### config.mk
export PLATFORM = sky130hd
export DESIGN_NAME = radio_spi_register_slave
export DESIGN_NICKNAME = d
export VERILOG_FILES = /design/src/sv/rspi_pkg.sv /design/src/sv/radio_spi_register_slave.sv
export SDC_FILE = /design/constraint.sdc
export NUM_CORES = 2
export LEC_CHECK = 0
export BUFFER_PORTS_ARGS = -buffer_cell sky130_fd_sc_hd__buf_2
export CAP_MARGIN = 20
export CORE_MARGIN = 2
export CORE_UTILIZATION = 45
export CTS_BUF_LIST = sky130_fd_sc_hd__clkbuf_16
export DETAILED_ROUTE_END_ITERATION = 8
export SYNTH_ARGS = -nofsm -noshare
export SYNTH_HDL_FRONTEND = slang
export SYNTH_SLANG_ARGS = --single-unit
### constraint.sdc
create_clock -name clock -period 7.2 [get_ports clock]
set_clock_uncertainty 0.1 [all_clocks]
set_input_delay 0.72 -clock clock [delete_from_list [all_inputs] [get_ports clock]]
set_output_delay 0.72 -clock clock [all_outputs]
set_load 0.03 [all_outputs]
### src/sv/rspi_pkg.sv
package rspi_pkg;

   // Transmit FIFO size; any depth from 16 to 256 entries works.
   localparam int FIFO_DEPTH = 256;
   localparam int FIFO_AW    = $clog2(FIFO_DEPTH);

   localparam int NUM_REGS = 24;
   localparam int SLOT_W   = $clog2(NUM_REGS);

   // Request codes on req_type.
   localparam logic [1:0] REQ_XFER       = 2'd0;
   localparam logic [1:0] REQ_CS_RELEASE = 2'd1;
   localparam logic [1:0] REQ_FETCH      = 2'd2;

   localparam logic [6:0] ADDR_FIFO     = 7'h00;
   localparam logic [6:0] ADDR_OPMODE   = 7'h01;
   localparam logic [6:0] ADDR_IRQFLAGS = 7'h12;
   localparam logic [6:0] ADDR_RSSI     = 7'h2C;

   // Slots of the operating mode and IRQ flags registers in the tables below.
   localparam logic [SLOT_W-1:0] SLOT_OPMODE   = SLOT_W'(1);
   localparam logic [SLOT_W-1:0] SLOT_IRQFLAGS = SLOT_W'(11);

   localparam logic [2:0] MODE_MASK      = 3'h7;
   localparam logic [2:0] MODE_STANDBY   = 3'h1;
   localparam logic [2:0] MODE_TX        = 3'h3;
   localparam logic [2:0] MODE_RX_SINGLE = 3'h6;

   localparam logic [7:0] FLAG_TXDONE  = 8'h08;
   localparam logic [7:0] FLAG_RXDONE  = 8'h40;
   localparam logic [7:0] READ_UNKNOWN = 8'hFF;

   localparam logic [6:0] REG_ADDR [NUM_REGS] = '{
      7'h00, 7'h01, 7'h06, 7'h07, 7'h08, 7'h09, 7'h0A, 7'h0C, 7'h0D, 7'h0E, 7'h11, 7'h12,
      7'h1D, 7'h1E, 7'h1F, 7'h22, 7'h2C, 7'h23, 7'h26, 7'h33, 7'h39, 7'h40, 7'h42, 7'h5A
   };

   localparam logic [7:0] REG_DEFAULT [NUM_REGS] = '{
      8'h00, 8'h01, 8'h6C, 8'h80, 8'h00, 8'h4F, 8'h09, 8'h20, 8'h08, 8'h02, 8'h00, 8'h15,
      8'h00, 8'h00, 8'h00, 8'h00, 8'h55, 8'h00, 8'h03, 8'h40, 8'hF5, 8'h00, 8'h12, 8'h84
   };

   typedef enum logic [3:0] {
      PH_WAIT  = 4'b0001,
      PH_READ  = 4'b0010,
      PH_WRITE = 4'b0100,
      PH_FIFO  = 4'b1000
   } phase_type;

   typedef struct packed {
      logic              hit;
      logic [SLOT_W-1:0] idx;
   } slot_type;

   function automatic slot_type reg_slot(input logic [6:0] addr);
      slot_type s;
      s = '0;
      for (int i = 0; i < NUM_REGS; i++) begin
         if (REG_ADDR[i] == addr) begin
            s.hit = 1'b1;
            s.idx = SLOT_W'(i);
         end
      end
      return s;
   endfunction

   // Reduces a byte position modulo the FIFO depth by restoring subtraction.
   function automatic logic [FIFO_AW-1:0] fifo_index(input logic [7:0] pos);
      logic [12:0] r;
      logic [12:0] d;
      r = {5'b0, pos};
      for (int k = 4; k >= 0; k--) begin
         d = 13'(FIFO_DEPTH) << k;
         if (r >= d) begin
            r = r - d;
         end
      end
      return FIFO_AW'(r);
   endfunction

endpackage

### src/sv/radio_spi_register_slave.sv
// SPI register slave for the radio: every request word (one SPI byte, a chip
// select release or a transmit FIFO fetch) gives exactly one response word.
// A word can be accepted on every clock while req_stall is low; its response moves
// through the stage-one register into the output register. The register file and
// frame state update at the acceptance edge, and the FIFO read is registered at
// that same edge. Each word does at most one write or one read of the transmit
// FIFO memory, one access per cycle. A response waiting in the output register
// does not stop intake, since the stage-one register holds the next word;
// req_stall rises only when both stages are full and rsp_stall is high.
module radio_spi_register_slave (
   input  logic       clock,
   input  logic       reset,
   input  logic       req_valid,
   output logic       req_stall,
   input  logic [1:0] req_type,
   input  logic [7:0] req_mosi,
   input  logic [7:0] req_fetch_index,
   input  logic [7:0] req_rssi_now,
   output logic       rsp_valid,
   input  logic       rsp_stall,
   output logic [7:0] rsp_miso,
   output logic       rsp_irq_line,
   output logic       rsp_tx_start,
   output logic [7:0] rsp_tx_length,
   output logic [7:0] rsp_fifo_byte
);
   import rspi_pkg::*;

   phase_type          phase_ff, phase_in;
   logic [6:0]         addr_ff, addr_in;
   logic [7:0]         reg_ff [NUM_REGS];
   logic [7:0]         reg_in [NUM_REGS];
   logic [FIFO_AW-1:0] count_ff, count_in;
   logic               irq_ff, irq_in;

   logic [7:0]         fifo_mem [FIFO_DEPTH];
   logic               fifo_we;
   logic [7:0]         mem_rd_ff;

   logic               accept;
   slot_type           slot;
   logic [2:0]         mode;
   logic [7:0]         miso_in, len_in;
   logic               start_in, fetch_in;

   logic               s1_valid_ff, s1_move;
   logic [7:0]         s1_miso_ff, s1_len_ff;
   logic               s1_irq_ff, s1_start_ff, s1_fetch_ff;

   logic               out_valid_ff, out_irq_ff, out_start_ff;
   logic [7:0]         out_miso_ff, out_len_ff, out_fifo_ff;

   assign s1_move   = s1_valid_ff && (!out_valid_ff || !rsp_stall);
   assign req_stall = s1_valid_ff && !s1_move;
   assign accept    = req_valid && !req_stall;

   assign slot = reg_slot(addr_ff);
   assign mode = req_mosi[2:0];

   always_comb begin
      phase_in = phase_ff;
      addr_in  = addr_ff;
      reg_in   = reg_ff;
      count_in = count_ff;
      irq_in   = irq_ff;
      fifo_we  = 1'b0;
      miso_in  = '0;
      start_in = 1'b0;
      len_in   = '0;
      fetch_in = 1'b0;
      if (accept) begin
         unique case (req_type)
            REQ_XFER: begin
               miso_in = {1'b0, addr_ff};
               unique case (phase_ff)
                  PH_WAIT: begin
                     phase_in = req_mosi[7] ? PH_WRITE : PH_READ;
                     addr_in  = req_mosi[6:0];
                  end
                  PH_READ: begin
                     if (!slot.hit) begin
                        miso_in = READ_UNKNOWN;
                     end else if (addr_ff == ADDR_RSSI) begin
                        miso_in = req_rssi_now;
                     end else begin
                        miso_in = reg_ff[slot.idx];
                     end
                  end
                  PH_WRITE, PH_FIFO: begin
                     // A write to address zero turns the rest of the frame into FIFO data.
                     if (phase_ff == PH_FIFO || addr_ff == ADDR_FIFO) begin
                        phase_in = PH_FIFO;
                        fifo_we  = 1'b1;
                        count_in = (count_ff == FIFO_AW'(FIFO_DEPTH - 1)) ?
                                   '0 : count_ff + FIFO_AW'(1);
                     end else if (slot.hit) begin
                        if (addr_ff == ADDR_IRQFLAGS) begin
                           reg_in[SLOT_IRQFLAGS] = reg_ff[SLOT_IRQFLAGS] & ~req_mosi;
                           irq_in = 1'b0;
                        end else begin
                           reg_in[slot.idx] = req_mosi;
                           if (addr_ff == ADDR_OPMODE &&
                               (mode == MODE_TX || mode == MODE_RX_SINGLE)) begin
                              reg_in[SLOT_OPMODE] = {req_mosi[7:3], MODE_STANDBY};
                              irq_in = 1'b1;
                              if (mode == MODE_TX) begin
                                 start_in = 1'b1;
                                 len_in   = 8'(count_ff);
                                 count_in = '0;
                                 reg_in[SLOT_IRQFLAGS] = FLAG_TXDONE;
                              end else begin
                                 reg_in[SLOT_IRQFLAGS] = FLAG_RXDONE;
                              end
                           end
                        end
                     end
                  end
                  default: begin
                     phase_in = PH_WAIT;
                  end
               endcase
            end
            REQ_CS_RELEASE: begin
               phase_in = PH_WAIT;
            end
            REQ_FETCH: begin
               fetch_in = 1'b1;
            end
            default: begin
            end
         endcase
      end
   end

   always_ff @(posedge clock) begin
      if (reset) begin
         phase_ff <= PH_WAIT;
         addr_ff  <= '0;
         count_ff <= '0;
         irq_ff   <= 1'b0;
         for (int i = 0; i < NUM_REGS; i++) begin
            reg_ff[i] <= REG_DEFAULT[i];
         end
      end else begin
         phase_ff <= phase_in;
         addr_ff  <= addr_in;
         count_ff <= count_in;
         irq_ff   <= irq_in;
         reg_ff   <= reg_in;
      end
   end

   always_ff @(posedge clock) begin
      if (fifo_we) begin
         fifo_mem[count_ff] <= req_mosi;
      end
      if (accept && req_type == REQ_FETCH) begin
         mem_rd_ff <= fifo_mem[fifo_index(req_fetch_index)];
      end
   end

   always_ff @(posedge clock) begin
      if (reset) begin
         s1_valid_ff  <= 1'b0;
         out_valid_ff <= 1'b0;
      end else begin
         if (accept) begin
            s1_valid_ff <= 1'b1;
         end else if (s1_move) begin
            s1_valid_ff <= 1'b0;
         end
         if (s1_move) begin
            out_valid_ff <= 1'b1;
         end else if (!rsp_stall) begin
            out_valid_ff <= 1'b0;
         end
      end
   end

   always_ff @(posedge clock) begin
      if (accept) begin
         s1_miso_ff  <= miso_in;
         s1_irq_ff   <= irq_in;
         s1_start_ff <= start_in;
         s1_len_ff   <= len_in;
         s1_fetch_ff <= fetch_in;
      end
      if (s1_move) begin
         out_miso_ff  <= s1_miso_ff;
         out_irq_ff   <= s1_irq_ff;
         out_start_ff <= s1_start_ff;
         out_len_ff   <= s1_len_ff;
         out_fifo_ff  <= s1_fetch_ff ? mem_rd_ff : 8'h00;
      end
   end

   assign rsp_valid     = out_valid_ff;
   assign rsp_miso      = out_miso_ff;
   assign rsp_irq_line  = out_irq_ff;
   assign rsp_tx_start  = out_start_ff;
   assign rsp_tx_length = out_len_ff;
   assign rsp_fifo_byte = out_fifo_ff;

endmodule

Yosys cells after proc, flatten, opt, wreduce, memory -nomap -nowiden
Memories as Yosys holds them, arrays and structs flattened. A register that Yosys moved wholly into a read port is not among the register bits.
Index checks and enable logic that the tools add are counted.

word-level totals
  RAM bits = 2048
  memories = 1
  bits in registers = 259
  output and inout bits = 28
  word-level logic and storage cells = 189

cells by class
  add/sub/neg operators = 1
  $lt $le $gt $ge = 2
  equal/unequal tests = 39
  reductions and logical operators = 29
  muxes and demuxes = 66
  bitwise gates (word level) = 10

memories
  memory    words  width  rd ports  clocked after memory_dff  write ports  RTL line                        RTL
  fifo_mem  256    8      1         1                         1            radio_spi_register_slave.sv:36  logic [7:0] fifo_mem [FIFO_DEPTH];

operator list
  kind                   number
  $bwmux W192            1
  $mux W6                24
  $mux W8                14
  $eq A4 B7 Y1 const A   6
  $eq A6 B7 Y1 const A   6
  $bmux W8 S5            1
  $demux W8 S5           1
  $eq A5 B7 Y1 const A   5
  $eq A7 B7 Y1 const A   3
  $mux W1                19
  $eq A3 B7 Y1 const A   2
  $mux W7                2
  $pmux W4 S3            1
  $reduce_bool A2 Y1     5
  $add A8 B1 Y8 const B  1
  $and A8 B8 Y8          1
  $eq A8 B8 Y1 const B   1
  $not A8 Y8             1
  $pmux W4 S2            1
  $eq A1 B7 Y1 const A   1
  $eq A7 B1 Y1 const B   1
  $eq A7 B5 Y1 const B   1
  $eq A7 B6 Y1 const B   1
  $logic_not A7 Y1       1
  30 further kinds       47

Logic depth before layout (Yosys ltp)
  word-level depth = 33
  gate-level depth with buffers = 13

Worst setup path after synthesis
OpenSTA, ideal clock, no wires.

  kind = input port to flip-flop
  from = input port rsp_stall
  to = memory fifo_mem[60][0], enable pin
  data arrival time = 3.774 ns
  stages = 10
  setup slack = 2.956 ns
  buffers on the path = 2
  cell sequence = nand3_1 > inv_1 > nor2_1 > nand2_1 > or2_2 > clkbuf_1 > nor3_1 > nand3_1 > clkbuf_1 > nor2_1

between the ends
  word-level cells in the longest chain between the ends = 10

ends and longest elaborated chain
  element                        RTL line                         RTL
  start, declared                radio_spi_register_slave.sv:20   input logic rsp_stall,
  $logic_not A1 Y1               --
  $logic_or A1 B1 Y1             radio_spi_register_slave.sv:53   assign s1_move = s1_valid_ff && (!out_valid_ff || !rsp_stall);
  $logic_and A1 B1 Y1            radio_spi_register_slave.sv:53
  $logic_not A1 Y1               radio_spi_register_slave.sv:54   assign req_stall = s1_valid_ff && !s1_move;
  $logic_and A1 B1 Y1            radio_spi_register_slave.sv:54
  via req_stall                  radio_spi_register_slave.sv:14   output logic req_stall,
  $logic_not A1 Y1               radio_spi_register_slave.sv:55   assign accept = req_valid && !req_stall;
  $logic_and A1 B1 Y1            radio_spi_register_slave.sv:55
  via accept                     radio_spi_register_slave.sv:40   logic accept;
  $mux W1                        radio_spi_register_slave.sv:71   if (accept) begin
  $mux W1                        radio_spi_register_slave.sv:154  if (fifo_we) begin
  $mux W1 (not written as such)  radio_spi_register_slave.sv:155  fifo_mem[count_ff] <= req_mosi;
  end, declared                  radio_spi_register_slave.sv:36

The timed path passes the listed nets, and every way through them passes these cells.

Worst setup path after layout
  from = register addr_ff[3]
  to = memory fifo_mem[33][0], enable pin

between the ends
  word-level cells in the longest chain between the ends = 8

ends and longest elaborated chain
  element                        RTL line                         RTL
  start, declared                radio_spi_register_slave.sv:30   logic [6:0] addr_ff, addr_in;
  start signal, assigned         radio_spi_register_slave.sv:146  addr_ff <= addr_in;
  $logic_not A7 Y1               radio_spi_register_slave.sv:91   if (phase_ff == PH_FIFO || addr_ff == ADDR_FIFO) begin
  $logic_or A1 B1 Y1             radio_spi_register_slave.sv:91
  $mux W1                        radio_spi_register_slave.sv:91
  $mux W1                        radio_spi_register_slave.sv:75   unique case (phase_ff)
  $mux W1                        radio_spi_register_slave.sv:72   unique case (req_type)
  $mux W1                        radio_spi_register_slave.sv:71
  $mux W1                        radio_spi_register_slave.sv:154
  $mux W1 (not written as such)  radio_spi_register_slave.sv:155

No other way between the ends.

==> metrics.md <==
| Metric | Value |
|---|---|
| Worst R2R Start | addr_ff[3] |
| Synth area leader | edfxtp_1 |
| Initial Util | 45.2% |
| Drt via density | 5.96 |
| Hold Crit Start | rsp_stall |
| Hold depth | 3 |
| Status | finished, final reports clean |
| Die W | 454 µm |
| Die Y | 454 µm |
| Root buf cell | clkbuf_16 |
| DIE AREA | 0.207 mm² |
| Rel. slew slack | 26.4% |
| HP Class | in -> reg |
| CP max FO | 20 |
| IO Port Bufs | 57 |
| Slew Limit Fails | 0 |
| Worst Setup End Kind | flip-flop |
| # setup viols final | 0 |
| Final wirelength | 223000 µm |
| # resized after CTS | 0 |
| Vias | 44800 |
| Clk sinks | 2315 |
| Share of flip-flops with an asynchronous set or reset | 0% |
| Critical Path AT | 4.90 ns |
| Pin count of the biggest net entering global routing | 153 |
| Buffers plus inverters on the worst setup path | 0 |
| Total Power | 0.0274 W |
| Min-Delay Endpoint | rsp_valid |
| Tmin final | 4.52 ns |
| Post-synthesis cell type count | 88 |
| Period Utilization, post-route | 62.8% |
| Internal power | 0.0215 W |
| Synthesized cell area | 0.0913 mm² |
| Seq pwr share | 53.5% |
| Max cap viols | 0 |
| Clock group share of total power | 41.8% |
| Reg-to-reg endpoint | fifo_mem[33][0] |
| Max frequency | 221 MHz |
| Gate count after technology mapping | 4559 |
| Most used cell, CP | nor3_1 |
| Pwr dens | 269 mW/mm² |
| Syn-to-layout area delta | 11.7% |
| Net Sw Frac | 21.5% |
| CTS Hold Bufs | 1 |
| Worst-Margin Slew | 1.10 ns |
| Top cells by area, synth | edfxtp_1 (69%), mux4_2 (17%), dfxtp_1 (4.7%) |
| FP Rows | 165 |
| Most used DFF post-synth | edfxtp_1 |
| Final core occ | 50.5% |
| DR iter-0 viols | 4931 |
| Final instance area | 0.102 mm² |
| Critical Path Start | addr_ff[3] |
| Top-level port count | 58 |
| Worst-path cell chain | nor3_1, a31oi_2, or2_2, nor3_1, nand2_1, nor2_1 |
| Final GP Congestion | 0.814 |
| Share of the yosys chip area belonging to registers | 73.8% |
| GR Overflow Total | 0 |
| Syn Nets | 4593 |
| Share of cells above drive strength 1 | 24.9% |
| Final Hold Vio Count | 0 |
| Wire length per cell | 29.7 µm |
| CP top delay family | simple AND/OR/NAND/NOR gates |
| Drt pass-1 iters | 5 |
| Reg clk slew, reported paths | 0.06 ns |
| Drc violations | 0 |
| Post-route ant nets | 0 |
| Post-synthesis area per instance | 20.0 µm² |
| Later-pin clock latency in the skew report | 0.85 ns |
| Crit path largest cell delay | 0.84 ns |
| Placeable Area | 0.202 mm² |
| Vias in the first global route | 44400 |
| Initial antenna violation count | 11 |
| Type of the worst setup path | reg -> reg |
| Maximum vdd drop | 0.000251 V |
| Post-CTS Setup Inserts | 0 |
| Flop-to-flop setup slack | 2.68 ns |
| Pre-CTS WS | 1.92 ns |
| Crit path depth | 6 |
| Hpwl dp | 136000 µm |
| RSZ-0062 raised after global routing | false |
| Clock Path Buffers | 3 |
| Number of synthesized flops with an enable pin | 2101 |
| Gate power share | 4.7% |
| Setup_tns | 0 ns |
| YS warnings | 0 |
| Htree depth | 4 |
| First-pass GRT wire length | 324000 µm |
| Total CTS buffers | 227 |
| Worst reg2reg path depth | 6 |
| CP required | 7.57 ns |
| Sw power | 0.00589 W |
| Register bit total from synthesis | 2315 |
| Slowest-stage cell, CP | nor2_1 |
| Global Route Usage Sum | 21.6% |
| CP startpoint kind | flip-flop |
| CTS tree | built |
| Post-DP Area | 0.0947 mm² |
| Area share of the largest cell type after synthesis | 69.1% |
| P_leak | 32.2 nW |
| Nets | 4680 |
| Final WS setup | 2.68 ns |
-- Yosys cell counts (12+ instances only) --
library cell,count
mux4_2,672
mux2i_1,171
nand2_1,200
o22ai_1,13
and3_1,13
nor3_1,23
buf_4,12
nor2b_1,30
dfxtp_1,214
a21oi_1,75
mux2_2,15
buf_2,72
inv_1,21
a22oi_1,22
nand3_1,54
nor2_1,403
edfxtp_1,2101
buf_1,17
and2_1,17
a211o_1,22
clkbuf_1,180
o21ai_0,32
-- through the flow --
stage               cells  hold WS (ns)
floorplan            4559         0.300
global placement     7085         0.307
detailed placement   7088         0.305
CTS                  7517       0.00858
global route         7518        0.0359
finish               7520        0.0712
-- layer usage --
metal	vias to the layer above	GRT usage, %	part of all wire [%]
li1	18800	-	-
met1	24000	32.0	43
met2	1827	34.1	48
met3	260	3.35	6.9
met4	0	5.09	2.1
met5	-	0	0
-- state kept, by name (all words and copies together) (netlist names) --
| register | count |
|---|---|
| s1_valid_ff | 1 |
| count_ff | 8 |
| rsp_miso | 8 |
| phase_ff | 4 |
| rsp_irq_line | 1 |
| rsp_valid | 1 |
| s1_fetch_ff | 1 |
| irq_ff | 1 |
| rsp_tx_start | 1 |
| rsp_fifo_byte | 8 |
| addr_ff | 7 |
| s1_start_ff | 1 |
| rsp_tx_length | 8 |
| s1_irq_ff | 1 |
| s1_len_ff | 8 |
| s1_miso_ff | 8 |
| fifo_mem | 2048 |
| reg_ff | 192 |
| mem_rd_ff | 8 |
-- area by class of cell --
cell class                 count  area [µm²]
fill                       16100       99900
timing repair buffer         148        1350
inverter                      22        82.6
multi-input combinational   1932       22600
antenna                        3        7.51
clock inverter               199        1490
sequential                  2315       67400
tap                         2672        3340
clock buffer                 229        5730
-- tightest hold or removal path, delay by kind of cell --
| family | cells | cell delay (ns) |
|---|---|---|
| buffers and inverters | 1 | 0.11 |
| AND/OR/NAND/NOR | 1 | 0.08 |
| AO/OA/AOI/OAI | 1 | 0.07 |
-- power groups by stage --
stage	combinational [W]	clock (W)	sequential [W]
finish	0.00130	0.0115	0.0147
global route	0.00137	0.0122	0.0147
CTS	0.00132	0.0116	0.0147
detailed placement	0.00132	0	0.0150
global placement	0.00131	0	0.0150
floorplan	0.000732	0	0.0150
-- layout by cell type, fill, tap and decap left out, types with 52 or more instances in the layout --
master,count
a21oi_1,75
buf_4,71
clkbuf_16,229
clkinv_1,68
dfxtp_1,214
edfxtp_1,2101
inv_1,64
mux2i_1,171
mux4_2,672
nand2_1,196
nand3_1,52
nor2_1,401
-- how the worst max path moves through the flow --
stage                                  to  slack [ns]
final                     fifo_mem[33][0]        2.68
after detailed placement  fifo_mem[33][4]        1.92
after floorplan           fifo_mem[60][0]        2.96
after global placement    fifo_mem[42][3]        2.03
after global routing      fifo_mem[33][0]        2.30
after CTS                 fifo_mem[33][1]        2.54
-- logic make-up after synthesis --
| kind of cell | Yosys count | share of synthesized area (%) |
|---|---|---|
| AOI/OAI and AO/OA | 232 | 1.77 |
| xor gates and xnor gates | 9 | 0.0863 |
| adders and majority gates | 4 | 0.0548 |
| buffers and inverters | 312 | 1.51 |
| DFF | 2315 | 73.8 |
| muxes | 858 | 18.6 |
| and+or+nand+nor | 829 | 4.15 |
No activity file was read; power rests on OpenSTA's default activity.
